--- config.mk ---
export PLATFORM = sky130hd
export DESIGN_NAME = rle_row_map_decoder
export DESIGN_NICKNAME = d
export VERILOG_FILES = /design/src/hdl/rrmd_pkg.sv /design/src/hdl/rrmd_cfg_regs.sv /design/src/hdl/rrmd_datapath.sv /design/src/hdl/rrmd_ctrl.sv /design/src/hdl/rle_row_map_decoder.sv
export VERILOG_INCLUDE_DIRS = /design/src /design/src/hdl
export SDC_FILE = /design/constraint.sdc
export NUM_CORES = 1
export LEC_CHECK = 0
export ABC_AREA = 1
export BUFFER_PORTS_ARGS = -buffer_cell sky130_fd_sc_hd__buf_2
export CAP_MARGIN = 30
export CELL_PAD_IN_SITES_DETAIL_PLACEMENT = 2
export CELL_PAD_IN_SITES_GLOBAL_PLACEMENT = 2
export CORE_UTILIZATION = 32
export CTS_CLUSTER_DIAMETER = 80
export DETAILED_ROUTE_END_ITERATION = 6
export GPL_TIMING_DRIVEN = 0
export PLACE_DENSITY = 0.81
export SETUP_SLACK_MARGIN = 0.05
export SLEW_MARGIN = 20
export SYNTH_ARGS = -nofsm -noshare
export SYNTH_HDL_FRONTEND = slang
export SYNTH_SLANG_ARGS = --single-unit
export TNS_END_PERCENT = 50
--- constraint.sdc ---
create_clock -name aclk -period 5.8 [get_ports aclk]
set_input_delay 0.87 -clock aclk [delete_from_list [all_inputs] [get_ports aclk]]
set_output_delay 0.87 -clock aclk [all_outputs]
set_load 0.03 [all_outputs]
--- src/hdl/rle_row_map_decoder_defines.svh ---
// assertion macros for the run-length tile map decoder
// no dependencies; included by the modules that carry assertions
`ifndef RLE_ROW_MAP_DECODER_DEFINES_SVH
`define RLE_ROW_MAP_DECODER_DEFINES_SVH

// clocked property, disabled while reset is low
`define RRMD_ASSERT(name, clk, rstn, prop, msg) \
    name: assert property (@(posedge clk) disable iff (!rstn) prop) else $error(msg);

// clocked property, checked during reset as well
`define RRMD_ASSERT_ALWAYS(name, clk, prop, msg) \
    name: assert property (@(posedge clk) prop) else $error(msg);

`endif

--- src/hdl/rrmd_pkg.sv ---
// shared types and constants of the run-length tile map decoder
// no dependencies
package rrmd_pkg;

    localparam int unsigned CfgIndexWidth = 2;

    localparam logic [CfgIndexWidth-1:0] REG_ROW_WIDTH    = 2'd0;
    localparam logic [CfgIndexWidth-1:0] REG_ROW_COUNT    = 2'd1;
    localparam logic [CfgIndexWidth-1:0] REG_ROW_SHIFT    = 2'd2;
    localparam logic [CfgIndexWidth-1:0] REG_BASE_ADDRESS = 2'd3;

    localparam logic [7:0]  RowWidthReset    = 8'd30;
    localparam logic [7:0]  RowCountReset    = 8'd20;
    localparam logic [3:0]  RowShiftReset    = 4'd5;
    localparam logic [15:0] BaseAddressReset = 16'd0;

    localparam logic [7:0]  MinRowWidth = 8'd8;
    localparam logic [7:0]  MinRowCount = 8'd1;

    typedef struct packed {
        logic        frame_start;
        logic [7:0]  run_count;
        logic [15:0] run_value;
    } in_item_t;

    typedef struct packed {
        logic [15:0] seg_address;
        logic [7:0]  seg_length;
        logic [15:0] seg_value;
        logic        run_last;
        logic        frame_done;
        logic        overflow;
    } out_item_t;

    // effective map geometry seen by the datapath
    typedef struct packed {
        logic [7:0]  width;
        logic [7:0]  rows;
        logic [3:0]  shift;
        logic [15:0] base;
    } map_cfg_t;

    typedef struct packed {
        logic load;
        logic step;
    } ctrl_cmd_t;

    typedef struct packed {
        logic seg_last;
        logic out_free;
    } dp_status_t;

endpackage

--- src/hdl/rrmd_cfg_regs.sv ---
// configuration registers of the tile map decoder, with clamped geometry
// depends on rrmd_pkg
module rrmd_cfg_regs (
    input  logic                                aclk,
    input  logic                                aresetn,
    input  logic                                cfg_valid,
    output logic                                cfg_ready,
    input  logic [rrmd_pkg::CfgIndexWidth-1:0] cfg_index,
    input  logic [15:0]                         cfg_data,
    output rrmd_pkg::map_cfg_t                  map_cfg
);
    import rrmd_pkg::*;

    logic [7:0]  row_width_reg;
    logic [7:0]  row_count_reg;
    logic [3:0]  row_shift_reg;
    logic [15:0] base_address_reg;

    assign cfg_ready = 1'b1;

    always_ff @(posedge aclk) begin
        if (!aresetn) begin
            row_width_reg    <= RowWidthReset;
            row_count_reg    <= RowCountReset;
            row_shift_reg    <= RowShiftReset;
            base_address_reg <= BaseAddressReset;
        end else if (cfg_valid) begin
            unique case (cfg_index)
                REG_ROW_WIDTH:    row_width_reg    <= cfg_data[7:0];
                REG_ROW_COUNT:    row_count_reg    <= cfg_data[7:0];
                REG_ROW_SHIFT:    row_shift_reg    <= cfg_data[3:0];
                REG_BASE_ADDRESS: base_address_reg <= cfg_data;
                default: ;
            endcase
        end
    end

    always_comb begin
        map_cfg.width = (row_width_reg < MinRowWidth) ? MinRowWidth : row_width_reg;
        map_cfg.rows  = (row_count_reg < MinRowCount) ? MinRowCount : row_count_reg;
        map_cfg.shift = row_shift_reg;
        map_cfg.base  = base_address_reg;
    end

endmodule

--- src/hdl/rrmd_datapath.sv ---
// position state, run working registers, segment cutter and result register
// depends on rrmd_pkg
module rrmd_datapath (
    input  logic                    aclk,
    input  logic                    aresetn,
    input  rrmd_pkg::map_cfg_t      map_cfg,
    input  rrmd_pkg::ctrl_cmd_t     cmd,
    input  rrmd_pkg::in_item_t      s_item,
    output rrmd_pkg::dp_status_t    status,
    output logic                    m_valid,
    input  logic                    m_ready,
    output rrmd_pkg::out_item_t     m_item
);
    import rrmd_pkg::*;

    logic [7:0]  col_reg,  col_next;
    logic [7:0]  row_reg,  row_next;
    logic        comp_reg, comp_next;
    logic [7:0]  rem_reg;
    logic [15:0] val_reg;
    logic        skip_reg;
    logic        out_valid_reg;
    out_item_t   out_reg;

    // load-time normalization
    logic [7:0] c0, r0, c1;
    logic       comp0;
    logic [8:0] r1;
    logic       comp1;

    // segment step
    logic [7:0]  room, seg, col_sum, rem_left;
    logic        wrap, fin, last;
    logic [8:0]  row_inc;
    logic [15:0] row_off, addr;
    out_item_t   seg_item;

    always_comb begin
        c0    = s_item.frame_start ? 8'd0 : col_reg;
        r0    = s_item.frame_start ? 8'd0 : row_reg;
        comp0 = s_item.frame_start ? 1'b0 : comp_reg;
        if (c0 >= map_cfg.width) begin
            c1 = 8'd0;
            r1 = {1'b0, r0} + 9'd1;
        end else begin
            c1 = c0;
            r1 = {1'b0, r0};
        end
        comp1 = comp0 || (r1 >= {1'b0, map_cfg.rows});
    end

    always_comb begin
        room     = map_cfg.width - col_reg;
        seg      = skip_reg ? 8'd0 : ((rem_reg < room) ? rem_reg : room);
        col_sum  = col_reg + seg;
        wrap     = !skip_reg && (col_sum >= map_cfg.width);
        row_inc  = {1'b0, row_reg} + 9'd1;
        fin      = wrap && (row_inc >= {1'b0, map_cfg.rows});
        rem_left = rem_reg - seg;
        last     = skip_reg || fin || (rem_left == 8'd0);
        row_off  = 16'({8'd0, row_reg} << map_cfg.shift);
        addr     = map_cfg.base + row_off + {8'd0, col_reg};
        if (skip_reg) begin
            seg_item = '{seg_address: 16'd0, seg_length: 8'd0, seg_value: 16'd0,
                         run_last: 1'b1, frame_done: 1'b0, overflow: 1'b1};
        end else begin
            seg_item = '{seg_address: addr, seg_length: seg, seg_value: val_reg,
                         run_last: last, frame_done: fin, overflow: 1'b0};
        end
    end

    always_comb begin
        col_next  = col_reg;
        row_next  = row_reg;
        comp_next = comp_reg;
        if (cmd.load) begin
            if (!comp0) begin
                col_next = c1;
                row_next = r1[7:0];
            end
            comp_next = comp1;
        end else if (cmd.step && !skip_reg) begin
            col_next  = wrap ? 8'd0 : col_sum;
            row_next  = wrap ? row_inc[7:0] : row_reg;
            comp_next = comp_reg || fin;
        end
    end

    always_ff @(posedge aclk) begin
        if (!aresetn) begin
            col_reg       <= 8'd0;
            row_reg       <= 8'd0;
            comp_reg      <= 1'b0;
            skip_reg      <= 1'b0;
            out_valid_reg <= 1'b0;
        end else begin
            col_reg  <= col_next;
            row_reg  <= row_next;
            comp_reg <= comp_next;
            if (cmd.load) begin
                skip_reg <= comp1;
            end
            if (cmd.step) begin
                out_valid_reg <= 1'b1;
            end else if (m_ready) begin
                out_valid_reg <= 1'b0;
            end
        end
    end

    always_ff @(posedge aclk) begin
        if (cmd.load) begin
            rem_reg <= s_item.run_count;
            val_reg <= s_item.run_value;
        end else if (cmd.step) begin
            rem_reg <= rem_left;
        end
        if (cmd.step) begin
            out_reg <= seg_item;
        end
    end

    assign status.seg_last = last;
    assign status.out_free = !out_valid_reg || m_ready;
    assign m_valid         = out_valid_reg;
    assign m_item          = out_reg;

endmodule

--- src/hdl/rrmd_ctrl.sv ---
// controller of the tile map decoder: takes a run, then issues segment steps
// depends on rrmd_pkg and rle_row_map_decoder_defines.svh
`include "rle_row_map_decoder_defines.svh"

module rrmd_ctrl (
    input  logic                    aclk,
    input  logic                    aresetn,
    input  logic                    s_valid,
    output logic                    s_ready,
    input  rrmd_pkg::dp_status_t    status,
    output rrmd_pkg::ctrl_cmd_t     cmd
);
    import rrmd_pkg::*;

    localparam logic ST_IDLE = 1'b0;
    localparam logic ST_BUSY = 1'b1;

    logic state_reg, state_next;

    assign s_ready  = (state_reg == ST_IDLE);
    assign cmd.load = s_valid && s_ready;
    assign cmd.step = (state_reg == ST_BUSY) && status.out_free;

    always_comb begin
        state_next = state_reg;
        unique case (state_reg)
            ST_IDLE: begin
                if (cmd.load) begin
                    state_next = ST_BUSY;
                end
            end
            ST_BUSY: begin
                if (cmd.step && status.seg_last) begin
                    state_next = ST_IDLE;
                end
            end
            default: state_next = ST_IDLE;
        endcase
    end

    always_ff @(posedge aclk) begin
        if (!aresetn) begin
            state_reg <= ST_IDLE;
        end else begin
            state_reg <= state_next;
        end
    end

    `RRMD_ASSERT(a_load_enters_busy, aclk, aresetn, cmd.load |=> (state_reg == ST_BUSY), "load did not start segment steps")
    `RRMD_ASSERT(a_last_returns_idle, aclk, aresetn, (cmd.step && status.seg_last) |=> (state_reg == ST_IDLE), "last segment did not end the run")
    `RRMD_ASSERT_ALWAYS(a_step_needs_room, aclk, cmd.step |-> status.out_free, "segment step while result register full")

endmodule

--- src/hdl/rle_row_map_decoder.sv ---
// top level of the run-length tile map decoder
// depends on rrmd_pkg, rrmd_cfg_regs, rrmd_datapath, rrmd_ctrl
//
//  channel   direction  handshake            payload
//  s_        in         s_valid / s_ready    s_item  (rrmd_pkg::in_item_t)
//  m_        out        m_valid / m_ready    m_item  (rrmd_pkg::out_item_t)
//  cfg_      in         cfg_valid/cfg_ready  cfg_index, cfg_data
//
// a run is accepted, then its segments are stepped out; zero-count and overflow runs give one segment
// the segment cutter produces one segment per cycle, unless stalled, into a single result register
// a full result register that is not taken stalls the segment steps, and with them
// the next run; a last segment left waiting does not hold off the next run's accept
// reset (synchronous, active low) restores default geometry and position 0,0
module rle_row_map_decoder (
    input  logic                                aclk,
    input  logic                                aresetn,
    // run input
    input  logic                                s_valid,
    output logic                                s_ready,
    input  rrmd_pkg::in_item_t                  s_item,
    // segment output
    output logic                                m_valid,
    input  logic                                m_ready,
    output rrmd_pkg::out_item_t                 m_item,
    // register writes
    input  logic                                cfg_valid,
    output logic                                cfg_ready,
    input  logic [rrmd_pkg::CfgIndexWidth-1:0] cfg_index,
    input  logic [15:0]                         cfg_data
);
    import rrmd_pkg::*;

    // clamped map geometry
    map_cfg_t   map_cfg;
    // controller to datapath
    ctrl_cmd_t  cmd;
    // datapath to controller: last segment of run, result register can take one
    dp_status_t status;

    rrmd_cfg_regs u_cfg (
        .aclk      (aclk),
        .aresetn   (aresetn),
        .cfg_valid (cfg_valid),
        .cfg_ready (cfg_ready),
        .cfg_index (cfg_index),
        .cfg_data  (cfg_data),
        .map_cfg   (map_cfg)
    );

    // sequencing: idle takes a run, busy emits its segments
    rrmd_ctrl u_ctrl (
        .aclk    (aclk),
        .aresetn (aresetn),
        .s_valid (s_valid),
        .s_ready (s_ready),
        .status  (status),
        .cmd     (cmd)
    );

    // position tracking, segment cut at row ends, address generation
    rrmd_datapath u_dp (
        .aclk    (aclk),
        .aresetn (aresetn),
        .map_cfg (map_cfg),
        .cmd     (cmd),
        .s_item  (s_item),
        .status  (status),
        .m_valid (m_valid),
        .m_ready (m_ready),
        .m_item  (m_item)
    );

endmodule
Word-level counts from Yosys, hierarchy flattened:

Cells that the tools add are included.

* logic and storage cells: 90
* bits in registers: 123

* eq/ne operators: 4
* magnitude comparators: 7
* bitwise logic cells: 1
* reduce and logical (&&, ||, !) cells: 25
* shift operators: 1
* mux-type cells: 27
* add/subtract/negate cells: 7

Operators with widths (number)
* $mux 8: 17
* $add 8x1->9 const B: 2
* $ge 9x8->1: 2
* $add 16x16->16: 1
* $add 16x8->16: 1
* $ge 8x8->1: 2
* $shl 8x4->16: 1
* $sub 8x8->8: 2
* $reduce_and 2->1: 5
* $mux 9: 1
* $add 8x8->8: 1
* $logic_not 8->1: 1
* $lt 8x1->1 const B: 1
* $lt 8x4->1 const B: 1
* $lt 8x8->1: 1
* $mux 1: 8
* $reduce_bool 2->1: 4
* $logic_and 1x1->1: 6
* $logic_or 1x1->1: 5
* $eq 2x2->1 const B: 2
* $reduce_and 3->1: 1
* $eq 2x1->1 const B: 1
* $logic_not 1->1: 2
* $logic_not 2->1: 1
* other kinds (3): 3

Depth between registers and ports, before layout:

Gate-level depths: netlist (run 1).

* depth in word-level cells: 15
* depth in mapped cells: 42
* depth with buffers taken out: 41

Modules after synthesis:

From an unflattened synthesis (run 1), not the netlist that was laid out.

* cell total of the unflattened synthesis: 1194
* area, all modules: 8750.9 um2

Modules (own cells, without submodules)
* rrmd_datapath: seq. area each 2392.3 um2, instances 1, area an instance 7071.8 um2, cells an instance 937
* rrmd_cfg_regs: seq. area each 720.7 um2, instances 1, area an instance 1621.6 um2, cells an instance 247
* rrmd_ctrl: seq. area each 20.0 um2, instances 1, area an instance 57.6 um2, cells an instance 10

Worst setup path after synthesis (run 1):

OpenSTA, ideal clock, no wires.

* path kind: register to register
* start point: register u_cfg.row_width_reg[4]
* end point: register u_dp.row_reg[1]
* path buffers: 0
* arrival time: 5.468 ns
* cell stages (with the launch flop): 37
* path slack: 0.216 ns
* library setup time: 0.116 ns
* path through: dfxtp_1 -> nor4_1 -> nand2_1 -> nand2_1 -> ha_1 -> inv_1 -> fa_1 -> a21oi_1 -> o21bai_1 -> a21oi_1 -> o21bai_1 -> xor2_1 -> inv_1 -> ha_1 -> nand2_1 -> o21a_1 -> nand2_1 -> nor2_1 -> nor3_1 -> ha_1 -> nand3_1 -> nand2_1 -> nand4_1 -> nand2_1 -> nand2_1 -> nand2_1 -> or2_1 -> nand2_1 -> inv_1 -> ha_1 -> a21oi_1 -> o21a_1 -> nand3_1 -> o21ai_2 -> inv_2 -> o211ai_1 -> inv_1

* cells in the longest elaborated chain, start to end: 11

Ends and longest elaborated chain
* from (decl): line rrmd_cfg_regs.sv:14 `logic [7:0] row_width_reg;`
* from (signal assigned): line rrmd_cfg_regs.sv:23 `row_width_reg <= RowWidthReset;`
* from (signal assigned): line rrmd_cfg_regs.sv:29 `REG_ROW_WIDTH: row_width_reg <= cfg_data[7:0];`
* $lt 8x4->1: line rrmd_cfg_regs.sv:39 `map_cfg.width = (row_width_reg < MinRowWidth) ? MinRowWidth : row_width_reg;`
* $mux 8 (*): line rrmd_cfg_regs.sv:39
* $sub 8x8->8 (*): line rrmd_datapath.sv:53 `room = map_cfg.width - col_reg;`
* $lt 8x8->1: line rrmd_datapath.sv:54 `seg = skip_reg ? 8'd0 : ((rem_reg < room) ? rem_reg : room);`
* $mux 8 (*) (2 in series): line rrmd_datapath.sv:54
* named net u_dp.seg[1]: line rrmd_datapath.sv:32 `logic [7:0] room, seg, col_sum, rem_left;`
* $add 8x8->8 (*): line rrmd_datapath.sv:55 `col_sum = col_reg + seg;`
* $ge 8x8->1 (*): line rrmd_datapath.sv:56 `wrap = !skip_reg && (col_sum >= map_cfg.width);`
* $logic_and 1x1->1 (*): line rrmd_datapath.sv:56
* $reduce_bool 2->1 (no line) (*)
* $reduce_and 3->1 (no line) (*)
* to (signal assigned): line rrmd_datapath.sv:98 `row_reg <= row_next;`
* to (decl): line rrmd_datapath.sv:17 `logic [7:0] row_reg, row_next;`

The timed path passes the listed nets; every way through them passes the cells marked *. The select of a mux whose other input is x is not followed.
A chain may end at the register's enable or synchronous reset.

Worst setup path in the final report (run 1):

* start point: register u_cfg.row_width_reg[5]
* end point: register u_dp.row_reg[4]

Same word-level chain as after synthesis.

==> results.cfg, run 1 <==
[status]
status = finished with violations
violations = negative setup slack

[detailed_routing]
initialDrtViolationCount = 362
met3WireLength_um = 1424
drtAntennaViolNets = 0
top_signal_layer_used = met4
drt_pass1_iterations = 4
drt-vias-per-instance = 5.431
totalWireLength_um = 36440
drc = 0
wire_per_inst_um = 23.27
routed_metal_1_wirelength_um = 14580
dr_wl_met2_um = 18740
vias = 8505

[grt]
antenna_found_initial = 0
first_global_vias = 9064
grt-ovfl-total = 0
gr-usage-all-layers_pct = 25.32
first_pass_grt_wire_length_um = 50930
maximum_number_of_pins_on_one_net_before_global_route_repair = 36

[layout]
layout_commonest_cell = sky130_fd_sc_hd__nand2_1
area_growth_syn_to_layout_pct = 27.00
commonest_cells_after_routing_fill_and_taps_aside = sky130_fd_sc_hd__nand2_1, sky130_fd_sc_hd__inv_1, sky130_fd_sc_hd__buf_2, sky130_fd_sc_hd__a21oi_1, sky130_fd_sc_hd__nor2_1
nFillCells = 2908
fraction_of_final_layout_cells_with_drive_strength_greater_than_1_pct = 22.67
layout.nets = 1365
final-seq-area_um2 = 3141
multi_input_comb_area_um2 = 4860
largest_register_ffs = 43

[placed_design]
hpwlAfterDp_um = 22140
gpl.final_weighted_congestion = 0.8531
placement.io_buffers = 90

[timing]
tightest_slew_ps = 909.5
layout_worst_path_cycle_share_pct = 112.2
grt_setup_unrepaired = true
final_report_hold_violation_count = 0
final.hold.worst_slack_ps = 461.1
finalWorstSetupSlack_ps = -706.9
maxSlewHeadroom_pct = 39.36
report.final.setup_viol = 20
final.min_clock_period_ps = 6507
clock-skew-final_ps = 19.32
fmax_ghz = 0.1537
final-max-slew-violation-count = 0

[min_path]
hold_path_class = flop to flop

[logic_synthesis]
number_of_distinct_library_cells_after_synthesis = 47
mappedNetlistNets = 1213
post_synthesis_register_bit_count = 123
postSynthCellCount = 1070
ys_async_sr_fraction_pct = 0
syn-mean-instance-area_um2 = 7.808
synth.yosys.seq_area_share_pct = 37.50
yosys_warnings = 0
synth_area_um2 = 8354
synth_enable_flop_cells = 67
ys_dominant_reg_cell = sky130_fd_sc_hd__edfxtp_1

[clock_tree]
clock_tree.root_cell = sky130_fd_sc_hd__clkbuf_16
cts_htree_levels = 4
cts-root-to-sink-buffers = 2
clock-sinks = 123
clk_pin_slew_ps = 60
clock_insertion_delay_at_the_later_pin_of_the_skew_report_ps = 450
cts_tree = done
cts-buffers-inserted = 17

[floorplanning]
x_dimension_of_the_die_um = 163.6
start_util_pct = 32.89
ioPinCount = 94
core_box_area_um2 = 25400
row_count = 58
fp.dieH_um = 163.6
die_area_um2 = 26760

[critical_path]
setup.worst_path.start_class = flop
slowest_stage_cell_crit_path = sky130_fd_sc_hd__fa_2
critPathCaptureType = flop
worst_ep_required_time_ps = 6160
worst_ep_arrival_time_ps = 6860
critical_path_peak_fanout = 8
timing.critical_path.slowest_cell_delay_ps = 410
crit_path_frequent_cell = sky130_fd_sc_hd__nand2_4
crit_path_class = flop to flop

[run]
max_cap_viol_count = 0
## cell families after synthesis
group,share of synthesized area [%]
other cells,0.04489
xor+xnor,2.621
fa+ha+maj,15.31
compound gates,15.77
flops,37.50
buf+inv,9.810
simple gates,18.95
## worst max-delay path, delay by kind of cell, from the launching register on
kind	cells	cell delay [ps]
adders and majority gates	6	1640
and+or+nand+nor	12	1650
DFF	1	360
AOI/OAI and AO/OA	12	1940
xor gates and xnor gates	2	410
buffers and inverters	4	430
## layer usage
layer	global-route usage, %	up-vias
li1	-	3868
met4	11.32	0
met2	45.72	256
met3	3.454	111
met5	0	-
met1	29.55	4270
## synthesized netlist by cell type (all sizes together), types with 4 or more instances
| cell type | count | area (µm²) |
|---|---|---|
| nand2 | 207 | 784.5 |
| inv | 182 | 685.7 |
| a21oi | 109 | 545.5 |
| nor2 | 93 | 351.6 |
| o21ai | 90 | 465.4 |
| ha | 83 | 1039 |
| edfxtp | 67 | 2012 |
| dfxtp | 56 | 1121 |
| nand3 | 38 | 205.2 |
| nand4 | 17 | 106.4 |
| xor2 | 17 | 148.9 |
| clkbuf | 15 | 57.55 |
| nor3 | 15 | 96.35 |
| o211ai | 13 | 97.59 |
| buf | 12 | 72.56 |
| fa | 12 | 240.2 |
| xnor2 | 8 | 70.07 |
| o21a | 7 | 53.80 |
| a31oi | 5 | 31.28 |
| o21bai | 4 | 30.03 |
## layout make-up
cell class                      count  share of cell area (%)
Multi-Input combinational cell    737                   45.80
Antenna cell                        1                 0.02358
Buffer                             27                   1.333
Sequential cell                   123                   29.60
Clock inverter                     11                  0.9316
Tap cell                          330                   3.892
Inverter                          183                   6.568
Clock buffer                       21                   4.245
Timing Repair Buffer              133                   7.606
## through the flow
stage	instance area, µm²	cells	TNS (ps)	worst slack, ps	utilization (%)
final	10610	1566	-12250	-706.9	41.77
after global placement	9218	1490	-20370	-1167	36.29
after global routing	10610	1565	-17320	-966.5	41.76
after CTS	10310	1554	-3948	-271.9	40.60
after detailed placement	9239	1491	-27830	-1548	36.37
after floorplan	8354	1070	0	215.6	-
## repair_timing
| item | 4_1_cts | 5_1_grt |
|---|---|---|
| resized for setup | 73 | 48 |
| gates cloned | 1 | 0 |
| endpoints found under the setup margin | 21 | 20 |
| hold buffers | 0 | 0 |
| buffers inserted | 30 | 10 |
| pin swaps | 52 | 37 |
## worst paths after layout
path	startpoint	to	slack, ps	cells past startpoint
worst min register to register	u_cfg.base_address_reg[12]$_SDFFE_PN0P_	u_cfg.base_address_reg[12]$_SDFFE_PN0P_	460	2
worst min-delay path	u_cfg.base_address_reg[12]$_SDFFE_PN0P_	u_cfg.base_address_reg[12]$_SDFFE_PN0P_	460	2
worst max-delay path	u_cfg.row_width_reg[5]$_SDFFE_PN0P_	u_dp.row_reg[4]$_SDFFE_PN0P_	-710	36
worst max register to register	u_cfg.row_width_reg[5]$_SDFFE_PN0P_	u_dp.row_reg[4]$_SDFFE_PN0P_	-710	36
Power of run 1 is left out: the tool's default activity adds up to more than one toggle a clock period on the data nets, which glitch-free logic cannot reach.
==> run 2, diff against run 1 <==
--- a/config.mk
+++ b/config.mk
@@ -21,4 +21,4 @@
 export SYNTH_ARGS = -nofsm -noshare
 export SYNTH_HDL_FRONTEND = slang
 export SYNTH_SLANG_ARGS = --single-unit
-export TNS_END_PERCENT = 50
+export TNS_END_PERCENT = 10
==> run 2 against run 1 <==
The flow still finishes with violations (negative setup slack); final cell count decreased by 0.19%; first-iteration DRC count up 14%; final area fell by 0.70%; hold slack got worse by 2.6 ps; non-clock buffer count down 2; sequential share of layout area grew 0.21 points; largest cell class unchanged; highest routed layer unchanged.
==> results.cfg, run 2 (same netlist as run 1, synthesis figures left out) <==
[timing]
tightest_slew_ps = 928.3
clock-skew-final_ps = 15.44
layout_worst_path_cycle_share_pct = 112.0
maxSlewHeadroom_pct = 38.11
final_tns_setup_ps = -12330
finalWorstSetupSlack_ps = -698.3
report.final.setup_viol = 20
final.hold.worst_slack_ps = 458.5
final_report_hold_violation_count = 0
final.min_clock_period_ps = 6498
fmax_ghz = 0.1539
final-max-slew-violation-count = 0
grt_setup_unrepaired = true

[placed_design]
gpl.final_weighted_congestion = 0.8531
placement.io_buffers = 90
post_dp_cell_area_um2 = 9239
hpwlAfterDp_um = 22140

[critical_path]
setup.worst_path.start_class = flop
critPathCaptureType = flop
reg2reg_from = u_cfg.row_width_reg[4]$_SDFFE_PN1P_
worst_ep_arrival_time_ps = 6830
timing.critical_path.slowest_cell_delay_ps = 400
crit_start = u_cfg.row_width_reg[4]$_SDFFE_PN1P_
critical_path_peak_fanout = 6
slowest_stage_cell_crit_path = sky130_fd_sc_hd__ha_2
worst_ep_required_time_ps = 6130
crit_path_class = flop to flop

[floorplanning]
ioPinCount = 94
start_util_pct = 32.89
row_count = 58
x_dimension_of_the_die_um = 163.6
core_box_area_um2 = 25400
fp.dieH_um = 163.6
die_area_um2 = 26760

[clock_tree]
clock_insertion_delay_at_the_later_pin_of_the_skew_report_ps = 440
cts_tree = done
cts-hold-fix-buffers = 0
cts_htree_levels = 4
cts-buffers-inserted = 17
clock_tree.root_cell = sky130_fd_sc_hd__clkbuf_16
clock-sinks = 123
cts-root-to-sink-buffers = 2
clk_pin_slew_ps = 60

[grt]
first_pass_grt_wire_length_um = 51160
maximum_number_of_pins_on_one_net_before_global_route_repair = 36
first_global_vias = 9155
antenna_found_initial = 0
grt-ovfl-total = 0
gr-usage-all-layers_pct = 25.46

[detailed_routing]
routed_metal_1_wirelength_um = 14540
totalWireLength_um = 35280
drt-vias-per-instance = 5.353
top_signal_layer_used = met4
drtAntennaViolNets = 0
met3WireLength_um = 1090
vias = 8367
drt_pass1_iterations = 5
initialDrtViolationCount = 412
wire_per_inst_um = 22.57
dr_wl_met2_um = 18350
drc = 0

[layout]
layout.nets = 1363
fraction_of_final_layout_cells_with_drive_strength_greater_than_1_pct = 22.22
diodes = 0
commonest_cells_after_routing_fill_and_taps_aside = sky130_fd_sc_hd__nand2_1, sky130_fd_sc_hd__inv_1, sky130_fd_sc_hd__buf_2, sky130_fd_sc_hd__a21oi_1, sky130_fd_sc_hd__nor2_1
layout_commonest_cell = sky130_fd_sc_hd__nand2_1
layout.cell_area.non_filler_um2 = 10540
area_growth_syn_to_layout_pct = 26.12
largest_register_ffs = 43

[status]
status = finished with violations
violations = negative setup slack

[run]
max_cap_viol_count = 0

[min_path]
hp-start = u_cfg.base_address_reg[12]$_SDFFE_PN0P_
hold_path_class = flop to flop
[run 2: stage by stage]
step                      setup slack (ps)  util, %  instances
final                               -698.3    41.48       1563
after global routing                -973.7    41.48       1563
after CTS                           -272.3    40.53       1553
after detailed placement             -1548    36.37       1491
after global placement               -1167    36.29       1490
after floorplan                      215.6        -       1070
[run 2: repair_timing]
action | 4_1_cts | 5_1_grt
endpoints found under the hold margin | 0 | 0
pin swaps | 48 | 32
gates resized for setup | 71 | 38
cloned | 1 | 0
buffers inserted | 29 | 9
setup endpoints to repair | 21 | 20
[run 2: worst paths after layout]
check                                                          endpoint  slack, ps  depth (start not counted)
worst max register to register             u_dp.row_reg[7]$_SDFFE_PN0P_       -700                         35
worst min-delay path            u_cfg.base_address_reg[12]$_SDFFE_PN0P_        460                          2
worst min register to register  u_cfg.base_address_reg[12]$_SDFFE_PN0P_        460                          2
worst max-delay path                       u_dp.row_reg[7]$_SDFFE_PN0P_       -700                         35
[run 2: cell type report]
cell class                 instances  area (µm²)
clock inverter                    11       98.84
buffer                            27       137.6
multi-input combinational        737        4811
clock buffer                      21       450.4
timing repair buffer             131       788.3
fill                            2933       14860
tap                              330       412.9
inverter                         183       696.9
sequential                       123        3141
[run 2: critical path, delay by kind of cell (launching register included)]
kind | cells | cell delay, ps
AOI/OAI and AO/OA | 8 | 1520
adders and majority gates | 4 | 1240
DFF | 1 | 360
and+or+nand+nor | 15 | 2230
buffers and inverters | 7 | 740
xor gates and xnor gates | 1 | 300
[run 2: per-layer routing]
layer	vias up	global-route usage, %
met3	90	3.352
met2	200	46.21
li1	3855	-
met4	0	12.16
met5	-	0
met1	4222	29.31
Power of run 2 is left out for the same reason.
